[src/hw/rtl/cllm_pkg.sv]
// shared types and constants of the cursor linked list manager
`timescale 1ns / 1ps
package cllm_pkg;

   localparam int NODES  = 128;
   localparam int IDX_W  = 7;
   localparam int STEP_W = $clog2(NODES) + 1;

   // operation codes
   localparam logic [2:0] OP_READ        = 3'd0;
   localparam logic [2:0] OP_FIND        = 3'd1;
   localparam logic [2:0] OP_INSERT      = 3'd2;
   localparam logic [2:0] OP_DELETE      = 3'd3;
   localparam logic [2:0] OP_MAKE_EMPTY  = 3'd4;
   localparam logic [2:0] OP_DELETE_LIST = 3'd5;

   // status codes
   localparam logic [1:0] ST_OK        = 2'd0;
   localparam logic [1:0] ST_NOT_FOUND = 2'd1;
   localparam logic [1:0] ST_FULL      = 2'd2;

   // read address select
   localparam logic [1:0] RA_ZERO = 2'd0;
   localparam logic [1:0] RA_HEAD = 2'd1;
   localparam logic [1:0] RA_POS  = 2'd2;
   localparam logic [1:0] RA_LQ   = 2'd3;

   // write address select
   localparam logic [2:0] WA_PRV   = 3'd0;
   localparam logic [2:0] WA_T     = 3'd1;
   localparam logic [2:0] WA_CUR   = 3'd2;
   localparam logic [2:0] WA_ZERO  = 3'd3;
   localparam logic [2:0] WA_AUX   = 3'd4;
   localparam logic [2:0] WA_POS   = 3'd5;
   localparam logic [2:0] WA_HEAD  = 3'd6;
   localparam logic [2:0] WA_STEPS = 3'd7;

   // write data select
   localparam logic [2:0] WD_LQ    = 3'd0;
   localparam logic [2:0] WD_CUR   = 3'd1;
   localparam logic [2:0] WD_ZERO  = 3'd2;
   localparam logic [2:0] WD_AUX   = 3'd3;
   localparam logic [2:0] WD_HEAD  = 3'd4;
   localparam logic [2:0] WD_STEPS = 3'd5;

   // tail pointer source
   localparam logic [1:0] TS_LQ   = 2'd0;
   localparam logic [1:0] TS_ZERO = 2'd1;
   localparam logic [1:0] TS_HEAD = 2'd2;

   // response index select
   localparam logic [1:0] IX_ZERO = 2'd0;
   localparam logic [1:0] IX_POS  = 2'd1;
   localparam logic [1:0] IX_CUR  = 2'd2;
   localparam logic [1:0] IX_AUX  = 2'd3;

   typedef struct packed {
      logic       ld_req;
      logic [1:0] ra_sel;
      logic       wr_en;
      logic [2:0] wa_sel;
      logic [2:0] wd_sel;
      logic       val_wr;
      logic       st_clr;
      logic       st_inc;
      logic       cur_ld;
      logic       prv_head;
      logic       prv_cur;
      logic       t_ld;
      logic [1:0] t_src;
      logic       aux_ld;
      logic       rsp_en;
      logic [1:0] rsp_idx;
      logic       rsp_read;
      logic [1:0] rsp_status;
   } cmd_type;

   typedef struct packed {
      logic [2:0] op;
      logic       head_zero;
      logic       lq_zero;
      logic       val_match;
      logic       steps_last;
      logic       steps_max;
   } sts_type;

endpackage

[src/hw/rtl/cllm_ctrl.sv]
// controller: sequences every operation as memory reads and writes
`timescale 1ns / 1ps
module cllm_ctrl (
   input  logic              clock,
   input  logic              reset,
   input  logic              start,
   output logic              busy,
   input  cllm_pkg::sts_type sts,
   output cllm_pkg::cmd_type cmd
);

   localparam logic [4:0] S_CLR  = 5'd0;
   localparam logic [4:0] S_IDLE = 5'd1;
   localparam logic [4:0] S_DISP = 5'd2;
   localparam logic [4:0] S_RDR  = 5'd3;
   localparam logic [4:0] S_W1   = 5'd4;
   localparam logic [4:0] S_W2   = 5'd5;
   localparam logic [4:0] S_D0   = 5'd6;
   localparam logic [4:0] S_D1   = 5'd7;
   localparam logic [4:0] S_TL   = 5'd8;
   localparam logic [4:0] S_FD   = 5'd9;
   localparam logic [4:0] S_I1   = 5'd10;
   localparam logic [4:0] S_I2   = 5'd11;
   localparam logic [4:0] S_I3   = 5'd12;
   localparam logic [4:0] S_I4   = 5'd13;
   localparam logic [4:0] S_I5   = 5'd14;
   localparam logic [4:0] S_ME   = 5'd15;
   localparam logic [4:0] S_ME2  = 5'd16;
   localparam logic [4:0] S_DL   = 5'd17;
   localparam logic [4:0] S_DL2  = 5'd18;

   logic [4:0] state_ff, state_in;

   // next state and command decode
   always_comb begin
      state_in = state_ff;
      cmd      = '0;
      case (state_ff)
         S_CLR: begin
            cmd.wr_en  = 1'b1;
            cmd.wa_sel = cllm_pkg::WA_STEPS;
            cmd.wd_sel = cllm_pkg::WD_STEPS;
            cmd.st_inc = 1'b1;
            if (sts.steps_last) begin
               cmd.st_clr = 1'b1;
               state_in   = S_IDLE;
            end
         end
         S_IDLE: begin
            if (start) begin
               cmd.ld_req = 1'b1;
               state_in   = S_DISP;
            end
         end
         S_DISP: begin
            case (sts.op)
               cllm_pkg::OP_READ: begin
                  cmd.ra_sel = cllm_pkg::RA_POS;
                  state_in   = S_RDR;
               end
               cllm_pkg::OP_FIND, cllm_pkg::OP_DELETE: begin
                  cmd.ra_sel   = cllm_pkg::RA_HEAD;
                  cmd.prv_head = 1'b1;
                  cmd.st_clr   = 1'b1;
                  state_in     = S_W1;
               end
               cllm_pkg::OP_INSERT: begin
                  cmd.ra_sel = cllm_pkg::RA_ZERO;
                  state_in   = S_I1;
               end
               cllm_pkg::OP_MAKE_EMPTY: begin
                  if (sts.head_zero) begin
                     cmd.rsp_en = 1'b1;
                     state_in   = S_IDLE;
                  end else begin
                     cmd.ra_sel = cllm_pkg::RA_ZERO;
                     cmd.t_ld   = 1'b1;
                     cmd.t_src  = cllm_pkg::TS_ZERO;
                     cmd.st_clr = 1'b1;
                     state_in   = S_TL;
                  end
               end
               cllm_pkg::OP_DELETE_LIST: begin
                  if (sts.head_zero) begin
                     cmd.rsp_en = 1'b1;
                     state_in   = S_IDLE;
                  end else begin
                     cmd.ra_sel = cllm_pkg::RA_HEAD;
                     cmd.t_ld   = 1'b1;
                     cmd.t_src  = cllm_pkg::TS_HEAD;
                     cmd.st_clr = 1'b1;
                     state_in   = S_TL;
                  end
               end
               default: begin
                  cmd.rsp_en = 1'b1;
                  state_in   = S_IDLE;
               end
            endcase
         end
         S_RDR: begin
            cmd.rsp_en   = 1'b1;
            cmd.rsp_idx  = cllm_pkg::IX_POS;
            cmd.rsp_read = 1'b1;
            state_in     = S_IDLE;
         end
         // first link after the header
         S_W1: begin
            if (sts.lq_zero) begin
               cmd.rsp_en     = 1'b1;
               cmd.rsp_status = cllm_pkg::ST_NOT_FOUND;
               state_in       = S_IDLE;
            end else begin
               cmd.cur_ld = 1'b1;
               cmd.ra_sel = cllm_pkg::RA_LQ;
               state_in   = S_W2;
            end
         end
         // compare one node per step
         S_W2: begin
            if (sts.val_match) begin
               if (sts.op == cllm_pkg::OP_FIND) begin
                  cmd.rsp_en  = 1'b1;
                  cmd.rsp_idx = cllm_pkg::IX_CUR;
                  state_in    = S_IDLE;
               end else begin
                  cmd.wr_en  = 1'b1;
                  cmd.wa_sel = cllm_pkg::WA_PRV;
                  cmd.wd_sel = cllm_pkg::WD_LQ;
                  state_in   = S_D0;
               end
            end else if (sts.lq_zero || sts.steps_last) begin
               cmd.rsp_en     = 1'b1;
               cmd.rsp_status = cllm_pkg::ST_NOT_FOUND;
               state_in       = S_IDLE;
            end else begin
               cmd.prv_cur = 1'b1;
               cmd.cur_ld  = 1'b1;
               cmd.st_inc  = 1'b1;
               cmd.ra_sel  = cllm_pkg::RA_LQ;
            end
         end
         S_D0: begin
            cmd.ra_sel = cllm_pkg::RA_ZERO;
            state_in   = S_D1;
         end
         S_D1: begin
            cmd.t_ld   = 1'b1;
            cmd.t_src  = cllm_pkg::TS_LQ;
            cmd.st_clr = 1'b1;
            cmd.ra_sel = cllm_pkg::RA_LQ;
            state_in   = S_TL;
         end
         // tail search, one link per step
         S_TL: begin
            if (!sts.lq_zero && !sts.steps_max) begin
               cmd.t_ld   = 1'b1;
               cmd.t_src  = cllm_pkg::TS_LQ;
               cmd.st_inc = 1'b1;
               cmd.ra_sel = cllm_pkg::RA_LQ;
            end else if (sts.op == cllm_pkg::OP_DELETE) begin
               cmd.wr_en  = 1'b1;
               cmd.wa_sel = cllm_pkg::WA_T;
               cmd.wd_sel = cllm_pkg::WD_CUR;
               state_in   = S_FD;
            end else if (sts.op == cllm_pkg::OP_MAKE_EMPTY) begin
               cmd.ra_sel = cllm_pkg::RA_HEAD;
               state_in   = S_ME;
            end else begin
               cmd.ra_sel = cllm_pkg::RA_ZERO;
               state_in   = S_DL;
            end
         end
         S_FD: begin
            cmd.wr_en   = 1'b1;
            cmd.wa_sel  = cllm_pkg::WA_CUR;
            cmd.wd_sel  = cllm_pkg::WD_ZERO;
            cmd.rsp_en  = 1'b1;
            cmd.rsp_idx = cllm_pkg::IX_CUR;
            state_in    = S_IDLE;
         end
         // insert: free head arrives
         S_I1: begin
            if (sts.lq_zero) begin
               cmd.rsp_en     = 1'b1;
               cmd.rsp_status = cllm_pkg::ST_FULL;
               state_in       = S_IDLE;
            end else begin
               cmd.aux_ld = 1'b1;
               cmd.ra_sel = cllm_pkg::RA_LQ;
               state_in   = S_I2;
            end
         end
         S_I2: begin
            cmd.wr_en  = 1'b1;
            cmd.wa_sel = cllm_pkg::WA_ZERO;
            cmd.wd_sel = cllm_pkg::WD_LQ;
            state_in   = S_I3;
         end
         S_I3: begin
            cmd.ra_sel = cllm_pkg::RA_POS;
            state_in   = S_I4;
         end
         S_I4: begin
            cmd.wr_en  = 1'b1;
            cmd.wa_sel = cllm_pkg::WA_AUX;
            cmd.wd_sel = cllm_pkg::WD_LQ;
            state_in   = S_I5;
         end
         S_I5: begin
            cmd.wr_en   = 1'b1;
            cmd.wa_sel  = cllm_pkg::WA_POS;
            cmd.wd_sel  = cllm_pkg::WD_AUX;
            cmd.val_wr  = 1'b1;
            cmd.rsp_en  = 1'b1;
            cmd.rsp_idx = cllm_pkg::IX_AUX;
            state_in    = S_IDLE;
         end
         S_ME: begin
            cmd.wr_en  = 1'b1;
            cmd.wa_sel = cllm_pkg::WA_T;
            cmd.wd_sel = cllm_pkg::WD_LQ;
            state_in   = S_ME2;
         end
         S_ME2: begin
            cmd.wr_en  = 1'b1;
            cmd.wa_sel = cllm_pkg::WA_HEAD;
            cmd.wd_sel = cllm_pkg::WD_ZERO;
            cmd.rsp_en = 1'b1;
            state_in   = S_IDLE;
         end
         S_DL: begin
            cmd.wr_en  = 1'b1;
            cmd.wa_sel = cllm_pkg::WA_T;
            cmd.wd_sel = cllm_pkg::WD_LQ;
            state_in   = S_DL2;
         end
         S_DL2: begin
            cmd.wr_en  = 1'b1;
            cmd.wa_sel = cllm_pkg::WA_ZERO;
            cmd.wd_sel = cllm_pkg::WD_HEAD;
            cmd.rsp_en = 1'b1;
            state_in   = S_IDLE;
         end
         default: begin
            state_in = S_IDLE;
         end
      endcase
   end

   // state register
   always_ff @(posedge clock) begin
      if (reset) begin
         state_ff <= S_CLR;
      end else begin
         state_ff <= state_in;
      end
   end

   assign busy = (state_ff != S_IDLE);

   // accepted transaction keeps the block busy
   a_accept_busy: assert property (@(posedge clock) disable iff (reset)
      (start && !busy) |=> busy)
      else $error("accepted transaction did not raise busy");

   // a response always returns to idle
   a_rsp_idle: assert property (@(posedge clock) disable iff (reset)
      cmd.rsp_en |=> (state_ff == S_IDLE))
      else $error("response not followed by idle");

   // no store write while idle
   a_idle_quiet: assert property (@(posedge clock) disable iff (reset)
      (state_ff == S_IDLE) |-> (!cmd.wr_en && !cmd.val_wr))
      else $error("store written while idle");

endmodule

[config.mk]
export PLATFORM = sky130hd
export DESIGN_NAME = cllm_ctrl
export DESIGN_NICKNAME = d
export VERILOG_FILES = /design/src/hw/rtl/cllm_pkg.sv /design/src/hw/rtl/cllm_ctrl.sv
export SDC_FILE = /design/constraint.sdc
export NUM_CORES = 1
export LEC_CHECK = 0
export BUFFER_PORTS_ARGS = -buffer_cell sky130_fd_sc_hd__buf_2
export CAP_MARGIN = 20
export CORE_ASPECT_RATIO = 0.7
export CORE_MARGIN = 2
export CORE_UTILIZATION = 45
export CTS_CLUSTER_DIAMETER = 150
export DETAILED_ROUTE_END_ITERATION = 12
export PLACE_DENSITY = 0.75
export SLEW_MARGIN = 0
export SYNTH_ARGS = -nofsm -noshare
export SYNTH_HDL_FRONTEND = slang
export SYNTH_SLANG_ARGS = --single-unit
[constraint.sdc]
create_clock -name clock -period 1.6 [get_ports clock]
set_input_delay 0.32 -clock clock [delete_from_list [all_inputs] [get_ports clock]]
set_output_delay 0.32 -clock clock [all_outputs]
set_load 0.1 [all_outputs]
==> flow_summary.json, run 1 <==
{
  "netlist-cell-type-count": 59,
  "synth_fa_ha_area_share_pct": 0.836,
  "yosysWarnings": 0,
  "synth-edff-count": 0,
  "synth_xor_area_share_pct": 0.731,
  "ys_seq_elements": 5,
  "synth.yosys.seq_area_share_pct": 8.36,
  "avgSynthCellArea_um2": 6.92,
  "haltStage": "detailed placement",
  "finalWeightedCongestion": 1.00,
  "die_y_um": 47.2,
  "synthFlopType": "dfxtp_1",
  "synthCells": 173,
  "synth-simple-area-share_pct": 42.2,
  "die_w_um": 65.7,
  "status": "stopped before the end",
  "synthMuxAreaShare_pct": 1.67,
  "syn_area_um2": 1200,
  "synthArstFlopShare_pct": 0,
  "rows": 15,
  "synth_top_family_by_area": "simple AND/OR/NAND/NOR gates",
  "synth_compound_area_share_pct": 34.9,
  "initial_utilization_pct": 48.0,
  "error": "[ERROR DPL-0038] Utilization greater than 100%, impossible to legalize",
  "io_buffer_count": 37,
  "syn_nets": 184,
  "ios": 38
}
-- cells in the mapped netlist (all sizes together), types with 2 or more instances --
library cell	instances	area share, %
a22oi	2	1.3
a221oi	3	2.2
and3	9	4.7
o21ai	9	3.8
or2	2	1.0
nor2	20	6.3
nor4	3	1.6
a211oi	4	4.0
buf	14	8.5
nor4b	2	2.7
o221ai	2	1.5
o211ai	4	2.5
or3	4	2.1
nor3	8	4.2
nand3b	2	1.3
nor3b	2	1.7
clkbuf	5	1.6
o32ai	3	2.8
mux2i	2	1.7
nor2b	6	3.1
a21oi	10	4.2
a211o	2	1.5
nand2	11	3.7
inv	4	1.3
nand3	7	2.9
nand2b	8	4.8
dfxtp	5	8.4
-- kinds of logic after synthesis --
group | after synthesis
simple gates | 87
fa+ha+maj | 1
mux | 2
compound gates | 54
buf+inv | 23
xor+xnor | 1
flops | 5
-- through the flow --
step,setup WS (ps),hold slack [ps],setup TNS (ps)
floorplan,-1030,399,-10180
global placement,-404,534,-5710
==> run 2: changes to the inputs <==
- CORE_ASPECT_RATIO: 0.7 -> unset
- CORE_UTILIZATION: 45 -> 30
- CTS_CLUSTER_DIAMETER: 150 -> unset
- PLACE_DENSITY: 0.75 -> unset
- PLACE_DENSITY_LB_ADDON: unset -> 0.15
- clock period: 1.6 -> 2.1 ns (I/O delays scaled with it)
==> run 2 against run 1 <==
The flow now finishes, with violations (negative setup slack). Synthesized area unchanged. Synthesized cell count is the same.
==> flow_summary.json, run 2 <==
{
  "status": "finished with violations",
  "failed_checks": "negative setup slack",
  "setup_tns_ps": -682,
  "vdd.ir_drop.worst_uv": 315,
  "netlist_top_cells_count": "nor2_1 (20), a21oi_1 (10), nand2_1 (10)",
  "cp.required_ps": 1680,
  "final_area_um2": 2800,
  "die_y_um": 67.2,
  "worst_pin_slew_ps": 494,
  "insertion_delay_ps": 220,
  "synth-edff-count": 0,
  "cp.arrival_ps": 1810,
  "end_kind": "output port",
  "core_area_um2": 3740,
  "path_class": "reg -> out",
  "netlist-cell-type-count": 59,
  "yosysWarnings": 0,
  "cts-buffers-inserted": 3,
  "finalClockSkew_ps": 1.73,
  "relSlewSlack_pct": 66.7,
  "root_buffer": "clkbuf_8",
  "cellLeakagePower_nw": 1.13,
  "syn_nets": 184,
  "top_layer_used": "met4",
  "grt_pass1_wl_mm": 8.80,
  "die_w_um": 67.2,
  "avgSynthCellArea_um2": 6.92,
  "die_area_um2": 4510,
  "synthArstFlopShare_pct": 0,
  "setup_viol": 8,
  "top_regs": "state_ff x5",
  "ant_nets": 0,
  "area_growth_pct": 134,
  "syn_area_um2": 1200,
  "rsz0062_at_grt": "true",
  "clk_pin_slew_ps": 40,
  "synthFlopType": "dfxtp_1",
  "io_buffer_count": 37,
  "wl_met2_mm": 2.95,
  "cap_violations": 0,
  "cts_buffer_depth": 2,
  "timing.fmax_mhz": 448,
  "post_drt_wl_per_cell_um": 17.7,
  "place.detailed.hpwl_mm": 4.05,
  "synth.yosys.seq_area_share_pct": 8.36,
  "grt_pass1_vias": 1826,
  "netlist_top_cells_area": "dfxtp_1 (8.4%), nor2_1 (6.3%), and3_1 (4.7%)",
  "holdBufCountCts": 0,
  "final_common_cell": "buf_4",
  "cp_slowest_cell": "dfxtp_4",
  "min_period_ps": 2230,
  "antenna_found_initial": 0,
  "n_antenna_cell": 0,
  "ios": 38,
  "drtPass1Iterations": 4,
  "via_per_inst": 5.71,
  "ys_seq_elements": 5,
  "total_power_w": 0.000977,
  "initial_utilization_pct": 32.0,
  "synthCells": 173,
  "finalWeightedCongestion": 1.00,
  "wl_mm": 5.62,
  "postPlaceCellArea_um2": 2380,
  "drtIter0Drc": 125,
  "grt_max_degree": 14,
  "hold_viol": 0,
  "clock-sinks": 5,
  "grt-ovfl-total": 0,
  "max_stage_delay_ps": 370,
  "wl_met3_um": 310,
  "cts_tree": "yes",
  "utilization_pct": 74.7,
  "drc": 0,
  "num_vias": 1811,
  "synth.top_cell.area_share_pct": 8.36,
  "rows": 22,
  "setup_slack_ps": -130,
  "synth_most_common_cell": "nor2_1",
  "htree_levels": 1,
  "largest_register_ffs": 5,
  "final_cell_mix": "buf_4 (57), buf_12 (25), buf_6 (15)",
  "gr-usage-all-layers_pct": 24.9,
  "m1WireLength_mm": 2.18,
  "worstSetupStartpointType": "flop",
  "yosysTopAreaCell": "dfxtp_1",
  "crit_chain": "buf_6, nor4b_4, and3_4, a211oi_4, o211ai_1, clkbuf_16",
  "hp-class": "in -> reg",
  "fin_crit_sh_pct": 106,
  "slew_violations": 0,
  "crit_fanout": 6,
  "nets": 281,
  "largest_register": "state_ff",
  "drive_gt1_share_pct": 65.8,
  "pwr_density_cell_nw_per_um2": 349
}
## run 2: cell counts after synthesis
Identical to the previous run, type by type.
## run 2: area by class of cell
type,count,area [µm²]
multi-input cells,145,1330
repair buffers,111,1230
clock buffers,4,45.0
flip-flops and latches,5,119
fillers,257,946
well taps,48,60.1
inverters,4,18.8
## run 2: repair_timing
action	in CTS	in global routing
endpoints found under the setup margin	16	21
hold endpoints to repair	0	0
gates resized for setup	33	25
pin swaps	17	17
buffers inserted	13	13
## run 2: final timing paths
path	cells past startpoint	to	start	slack, ps
worst max-delay path	6	cmd[24]	state_ff[1]	-130
worst min-delay path	2	state_ff[2]	reset	400
worst max register to register	10	state_ff[2]	state_ff[1]	60
worst min register to register	3	state_ff[4]	state_ff[2]	750
## run 2: logic make-up (layout without fill, tap and decap cells)
family	after synthesis	after routing	share of synthesized area, %
compound gates	54	54	34.9
xor+xnor	1	1	0.732
fa+ha+maj	1	1	0.836
buf+inv	23	119	11.3
flops	5	5	8.36
mux	2	2	1.67
simple gates	87	87	42.2
## run 2: layer usage
metal / track usage [%] / vias to the layer above
li1: - / 840
met5: 0 / -
met4: 7.65 / 0
met1: 29.6 / 875
met2: 45.9 / 78
met3: 3.33 / 18
## run 2: power breakdown
group	internal (W)	switching, W	total [W]
clock	0.000130	0.0000477	0.000178
combinational	0.000285	0.000410	0.000695
sequential	0.0000949	0.00000890	0.000104
## run 2: critical path, delay by kind of cell (launching register included)
| kind | cells | cell delay [ps] |
|---|---|---|
| buffers and inverters | 2 | 390 |
| flip-flops | 1 | 370 |
| AND/OR/NAND/NOR | 2 | 600 |
| AO/OA/AOI/OAI | 2 | 220 |
## run 2: through the flow
stage / setup slack (ps) / hold WS [ps] / cells
global placement: -110 / 628 / 292
CTS: -106 / 401 / 308
floorplan: -702 / 499 / 173
finish: -130 / 400 / 317
detailed placement: -117 / 637 / 292
global route: -190 / 407 / 317
Note: power is estimated with default switching activity, not from simulation.
==> run 3: changes to the inputs <==
- CTS_BUF_LIST: unset -> sky130_fd_sc_hd__clkbuf_8
==> run 3 against run 2 <==
The run still ends with negative setup slack left. Maximum frequency down 1.4%. Count of clock-buffer cells in the layout down 1. Sequential cell count unchanged. Largest power group unchanged.
==> flow_summary.json, run 3 (synthesis gave the netlist of run 2 again) <==
{
  "crit_family": "compound AO/OA/AOI/OAI gates",
  "rows": 22,
  "rsz0062_at_grt": "true",
  "cts_tree": "yes",
  "ios": 38,
  "place.detailed.hpwl_mm": 4.05,
  "num_vias": 1864,
  "grt_most_used_layer": "met2",
  "cts-buffers-inserted": 3,
  "worst_pin_slew_ps": 375,
  "grt_max_degree": 14,
  "max_stage_delay_ps": 370,
  "hold_viol": 0,
  "min_period_ps": 2260,
  "cp_slowest_cell": "dfxtp_4",
  "postPlaceCellArea_um2": 2380,
  "clock-sinks": 5,
  "utilization_pct": 77.3,
  "drtIter0Drc": 89,
  "fin_crit_sh_pct": 108,
  "grt_pass1_vias": 1799,
  "finalClockSkew_ps": 3.13,
  "die_w_um": 67.2,
  "crit_buf_inv": 2,
  "drc": 0,
  "insertion_delay_ps": 220,
  "timing.fmax_mhz": 442,
  "grt-ovfl-total": 0,
  "setup_viol": 10,
  "holdBufCountCts": 0,
  "final_area_um2": 2890,
  "die_area_um2": 4510,
  "cp.arrival_ps": 1840,
  "htree_levels": 1,
  "total_power_w": 0.000988,
  "grt_pass1_wl_mm": 8.71,
  "slew_violations": 0,
  "relSlewSlack_pct": 74.8,
  "core_area_um2": 3740,
  "post_drt_wl_per_cell_um": 18.3,
  "top_regs": "state_ff x5",
  "nets": 287,
  "drtPass1Iterations": 4,
  "cellLeakagePower_nw": 1.17,
  "clk_pin_slew_ps": 40,
  "status": "finished with violations",
  "worstSetupStartpointType": "flop",
  "n_fill_cell": 239,
  "gr-usage-all-layers_pct": 24.6,
  "initial_utilization_pct": 32.0,
  "finalWeightedCongestion": 1.00,
  "ant_nets": 0,
  "io_buffer_count": 37,
  "end_kind": "output port",
  "wl_mm": 5.90,
  "cp.required_ps": 1680,
  "cts_buffer_depth": 2,
  "largest_register": "state_ff",
  "setup_slack_ps": -162,
  "via_per_inst": 5.77,
  "crit_chain": "nor2b_2, buf_4, and3_4, a211oi_4, o211ai_1, clkbuf_16",
  "crit_fanout": 8,
  "use_met1_pct": 29.8,
  "final_cell_mix": "buf_4 (60), buf_12 (25), buf_6 (16)",
  "vdd.ir_drop.worst_uv": 314,
  "path_class": "reg -> out",
  "grt_util_met2_pct": 44.9,
  "largest_register_ffs": 5,
  "hp-class": "in -> reg",
  "n_antenna_cell": 0,
  "die_y_um": 67.2,
  "cap_violations": 0,
  "root_buffer": "clkbuf_8",
  "final_common_cell": "buf_4",
  "grt_use_met3_pct": 3.33,
  "failed_checks": "negative setup slack",
  "area_growth_pct": 142,
  "pwr_density_cell_nw_per_um2": 341,
  "antenna_found_initial": 0,
  "drive_gt1_share_pct": 67.6
}
==> run 3: layer usage <==
metal  vias up  share of wire, %
li1        857                 -
met1       882                39
met2       100                50
met3        25               6.5
met4         0               4.3
met5         -                 0
==> run 3: worst paths after layout <==
kind / start / end / slack, ps / cells after the start
worst max-delay path: state_ff[3] / cmd[24] / -160 / 6
worst max register to register: state_ff[1] / state_ff[2] / 90 / 10
worst min register to register: state_ff[2] / state_ff[4] / 730 / 3
worst min-delay path: reset / state_ff[2] / 400 / 2
==> run 3: final cells by class <==
type | instances | area (µm²) | area share, %
multi-input combinational | 145 | 1350 | 46.6
sequential | 5 | 119 | 4.11
clock buffer | 3 | 41.3 | 1.43
timing repair buffer | 117 | 1300 | 45.0
inverter | 4 | 18.8 | 0.649
tap | 48 | 60.1 | 2.08
clock inverter | 1 | 3.75 | 0.130
==> run 3: stage by stage <==
step                      instances  hold slack [ps]  setup TNS [ps]  worst slack (ps)
after floorplan                 173              499           -2470              -702
after detailed placement        292              637            -338              -117
after global placement          292              628            -302              -110
after CTS                       306              400            -443              -108
after global routing            323              406           -1420              -227
final                           323              400            -828              -162
==> run 3: repair_timing <==
| action | CTS | global route |
|---|---|---|
| cloned | 0 | 1 |
| pin swaps | 17 | 19 |
| setup buffers | 11 | 19 |
| gates resized for setup | 33 | 32 |
| endpoints found under the setup margin | 16 | 21 |
==> run 3: power by group <==
part | internal [W] | switching, W
Combinational | 0.000294 | 0.000417
Clock | 0.000125 | 0.0000477
Sequential | 0.0000950 | 0.00000957
==> run 4: changes to the inputs <==
- ABC_AREA: unset -> 1
- CORE_AREA: unset -> 2 2 63 65
- CORE_MARGIN: 2 -> unset
- CORE_UTILIZATION: 30 -> unset
- DIE_AREA: unset -> 0 0 65 67
==> run 4 against run 3 <==
The flow now finishes without violations. Non-clock buffer count down 63. Worst hold slack better by 15 ps. Largest power group unchanged. Sequential cell count unchanged. Design area down 31%. Power up 71%.
==> flow_summary.json, run 4 <==
{
  "synth_fa_ha_area_share_pct": 0,
  "drtPass1Iterations": 5,
  "synthFlopType": "dfxtp_1",
  "insertion_delay_ps": 220,
  "worst_pin_slew_ps": 486,
  "relSlewSlack_pct": 67.8,
  "ant_nets": 0,
  "grt_use_met3_pct": 2.20,
  "synthMuxAreaShare_pct": 0,
  "status": "complete, no violations",
  "grt-ovfl-total": 0,
  "io_buffer_count": 37,
  "synth_top_family_by_area": "simple AND/OR/NAND/NOR gates",
  "cts-buffers-inserted": 3,
  "synth_compound_area_share_pct": 12.6,
  "vdd.ir_drop.worst_uv": 410,
  "area_growth_pct": 109,
  "synth.yosys.seq_area_share_pct": 10.5,
  "syn_area_um2": 950,
  "stdcell_count": 295,
  "gr-usage-all-layers_pct": 18.0,
  "crit_chain": "nor2_4, nand2_4, nor2_4, buf_6, nand2_2, o2111ai_4, buf_12",
  "utilization_pct": 55.1,
  "pwr_density_cell_nw_per_um2": 850,
  "holdBufCountCts": 0,
  "rr_endpoint": "state_ff[0]",
  "post_drt_wl_per_cell_um": 12.9,
  "fin_crit_sh_pct": 99.1,
  "drc": 0,
  "synthCells": 191,
  "die_area_um2": 4360,
  "cts_buffer_depth": 2,
  "path_class": "reg -> out",
  "netlist-cell-type-count": 26,
  "end_kind": "output port",
  "via_per_inst": 5.00,
  "synth-simple-area-share_pct": 64.8,
  "rsz0062_at_grt": "true",
  "clk_pin_slew_ps": 30,
  "top_regs": "state_ff x5",
  "synth_most_common_cell": "nor2_1",
  "yosysTopAreaCell": "nor2_1",
  "netlist_top_cells_count": "nor2_1 (44), nand2_1 (43), inv_1 (22)",
  "place_ws_ps": 62.5,
  "syn_nets": 202,
  "synth_xor_area_share_pct": 0,
  "use_met1_pct": 22.7,
  "grt_pass1_wl_mm": 6.13,
  "hp-class": "in -> reg",
  "antenna_found_initial": 0,
  "largest_register": "state_ff",
  "rows": 22,
  "reg2reg_depth": 9,
  "finalWeightedCongestion": 0.943,
  "grt_pass1_vias": 1378,
  "ios": 38,
  "crit_fanout": 6,
  "root_buffer": "clkbuf_8",
  "wl_mm": 3.81,
  "nets": 259,
  "synth.top_cell.area_share_pct": 17.4,
  "r2r_start": "state_ff[2]",
  "die_y_um": 67,
  "cts_tree": "yes",
  "grt_max_degree": 10,
  "crit_start": "state_ff[3]",
  "critPathCapture": "cmd[5]",
  "cp.arrival_ps": 1660,
  "finalClockSkew_ps": 0.0630,
  "grt_most_used_layer": "met2",
  "ys_seq_elements": 5,
  "yosysWarnings": 0,
  "grt_util_met2_pct": 31.8,
  "synth-edff-count": 0,
  "max_stage_delay_ps": 360,
  "setup_viol": 0,
  "largest_register_ffs": 5,
  "clock-sinks": 5,
  "drtIter0Drc": 82,
  "initial_utilization_pct": 26.3,
  "cp_slowest_cell": "dfxtp_4",
  "cp.required_ps": 1680,
  "r2r_setup_slack_ps": 590,
  "htree_levels": 1,
  "hold_viol": 0,
  "min_period_ps": 2080,
  "total_power_w": 0.00169,
  "num_vias": 1476,
  "synthArstFlopShare_pct": 0,
  "crit_top_cell": "nor2_4",
  "cellLeakagePower_nw": 0.952,
  "dpl.cell_count": 279,
  "n_antenna_cell": 0,
  "avgSynthCellArea_um2": 4.97,
  "final_common_cell": "nand2_1",
  "slew_violations": 0,
  "die_w_um": 65,
  "core_area_um2": 3610,
  "final_cell_mix": "nand2_1 (36), nor2_1 (35), buf_12 (22)",
  "timing.fmax_mhz": 481,
  "netlist_top_cells_area": "nor2_1 (17%), nand2_1 (17%), nand3_1 (11%)",
  "cap_violations": 0,
  "n_fill_cell": 362,
  "drive_gt1_share_pct": 50.6,
  "worstSetupStartpointType": "flop",
  "setup_slack_ps": 19.2,
  "place.detailed.hpwl_mm": 3.15
}
run 4: area by class of cell:
| cell class | instances | area [µm²] | share of cell area, % |
|---|---|---|---|
| repair buffers | 54 | 673 | 33.9 |
| multi-input cells | 156 | 958 | 48.2 |
| inverters | 28 | 134 | 6.74 |
| flip-flops and latches | 5 | 116 | 5.86 |
| clock buffers | 3 | 41.3 | 2.08 |
| well taps | 48 | 60.1 | 3.02 |
| clock inverters | 1 | 3.75 | 0.189 |
run 4: through the flow:
step                      cell area (µm²)  setup TNS, ps  hold WS, ps
after floorplan                      1090          -5340          479
after global placement               1700              0          577
after detailed placement             1700              0          577
after CTS                            1820          -6.15          415
after global routing                 1990           -217          429
final                                1990              0          416
run 4: how the worst min path moves through the flow:
stage / start / to / cells past startpoint
after floorplan: reset / state_ff[3] / 1
after global placement: state_ff[0] / state_ff[0] / 2
after detailed placement: state_ff[0] / state_ff[0] / 2
after CTS: reset / state_ff[4] / 2
after global routing: reset / state_ff[4] / 2
final: reset / state_ff[4] / 2
run 4: worst max-delay path, delay by kind of cell, from the launching register on:
family | cells | cell delay, ps
simple gates | 4 | 510
flops | 1 | 360
buf+inv | 2 | 340
compound gates | 1 | 230
run 4: what timing repair did:
| action | CTS | global route |
|---|---|---|
| pin swaps | 3 | 17 |
| cloned | 0 | 0 |
| buffers inserted | 3 | 9 |
| setup endpoints to repair | 8 | 10 |
| gates resized for setup | 13 | 29 |
run 4: routing by layer:
metal | share of wire, % | vias to the layer above
met5 | 0 | -
met3 | 5.5 | 4
met4 | 0.89 | 0
met2 | 51 | 58
met1 | 43 | 682
li1 | - | 732
run 4: kinds of logic (layout without fill, tap and decap cells):
logic type / after synthesis / after routing
buffers and inverters: 30 / 86
and+or+nand+nor: 135 / 135
DFF: 5 / 5
AOI/OAI and AO/OA: 21 / 21
run 4: power by group:
part	switching (W)	internal, W	leakage (nW)
logic	0.000944	0.000438	0.881
registers	0.0000277	0.000109	0.0441
clock network	0.0000458	0.000125	0.0269
total	0.00102	0.000672	0.952
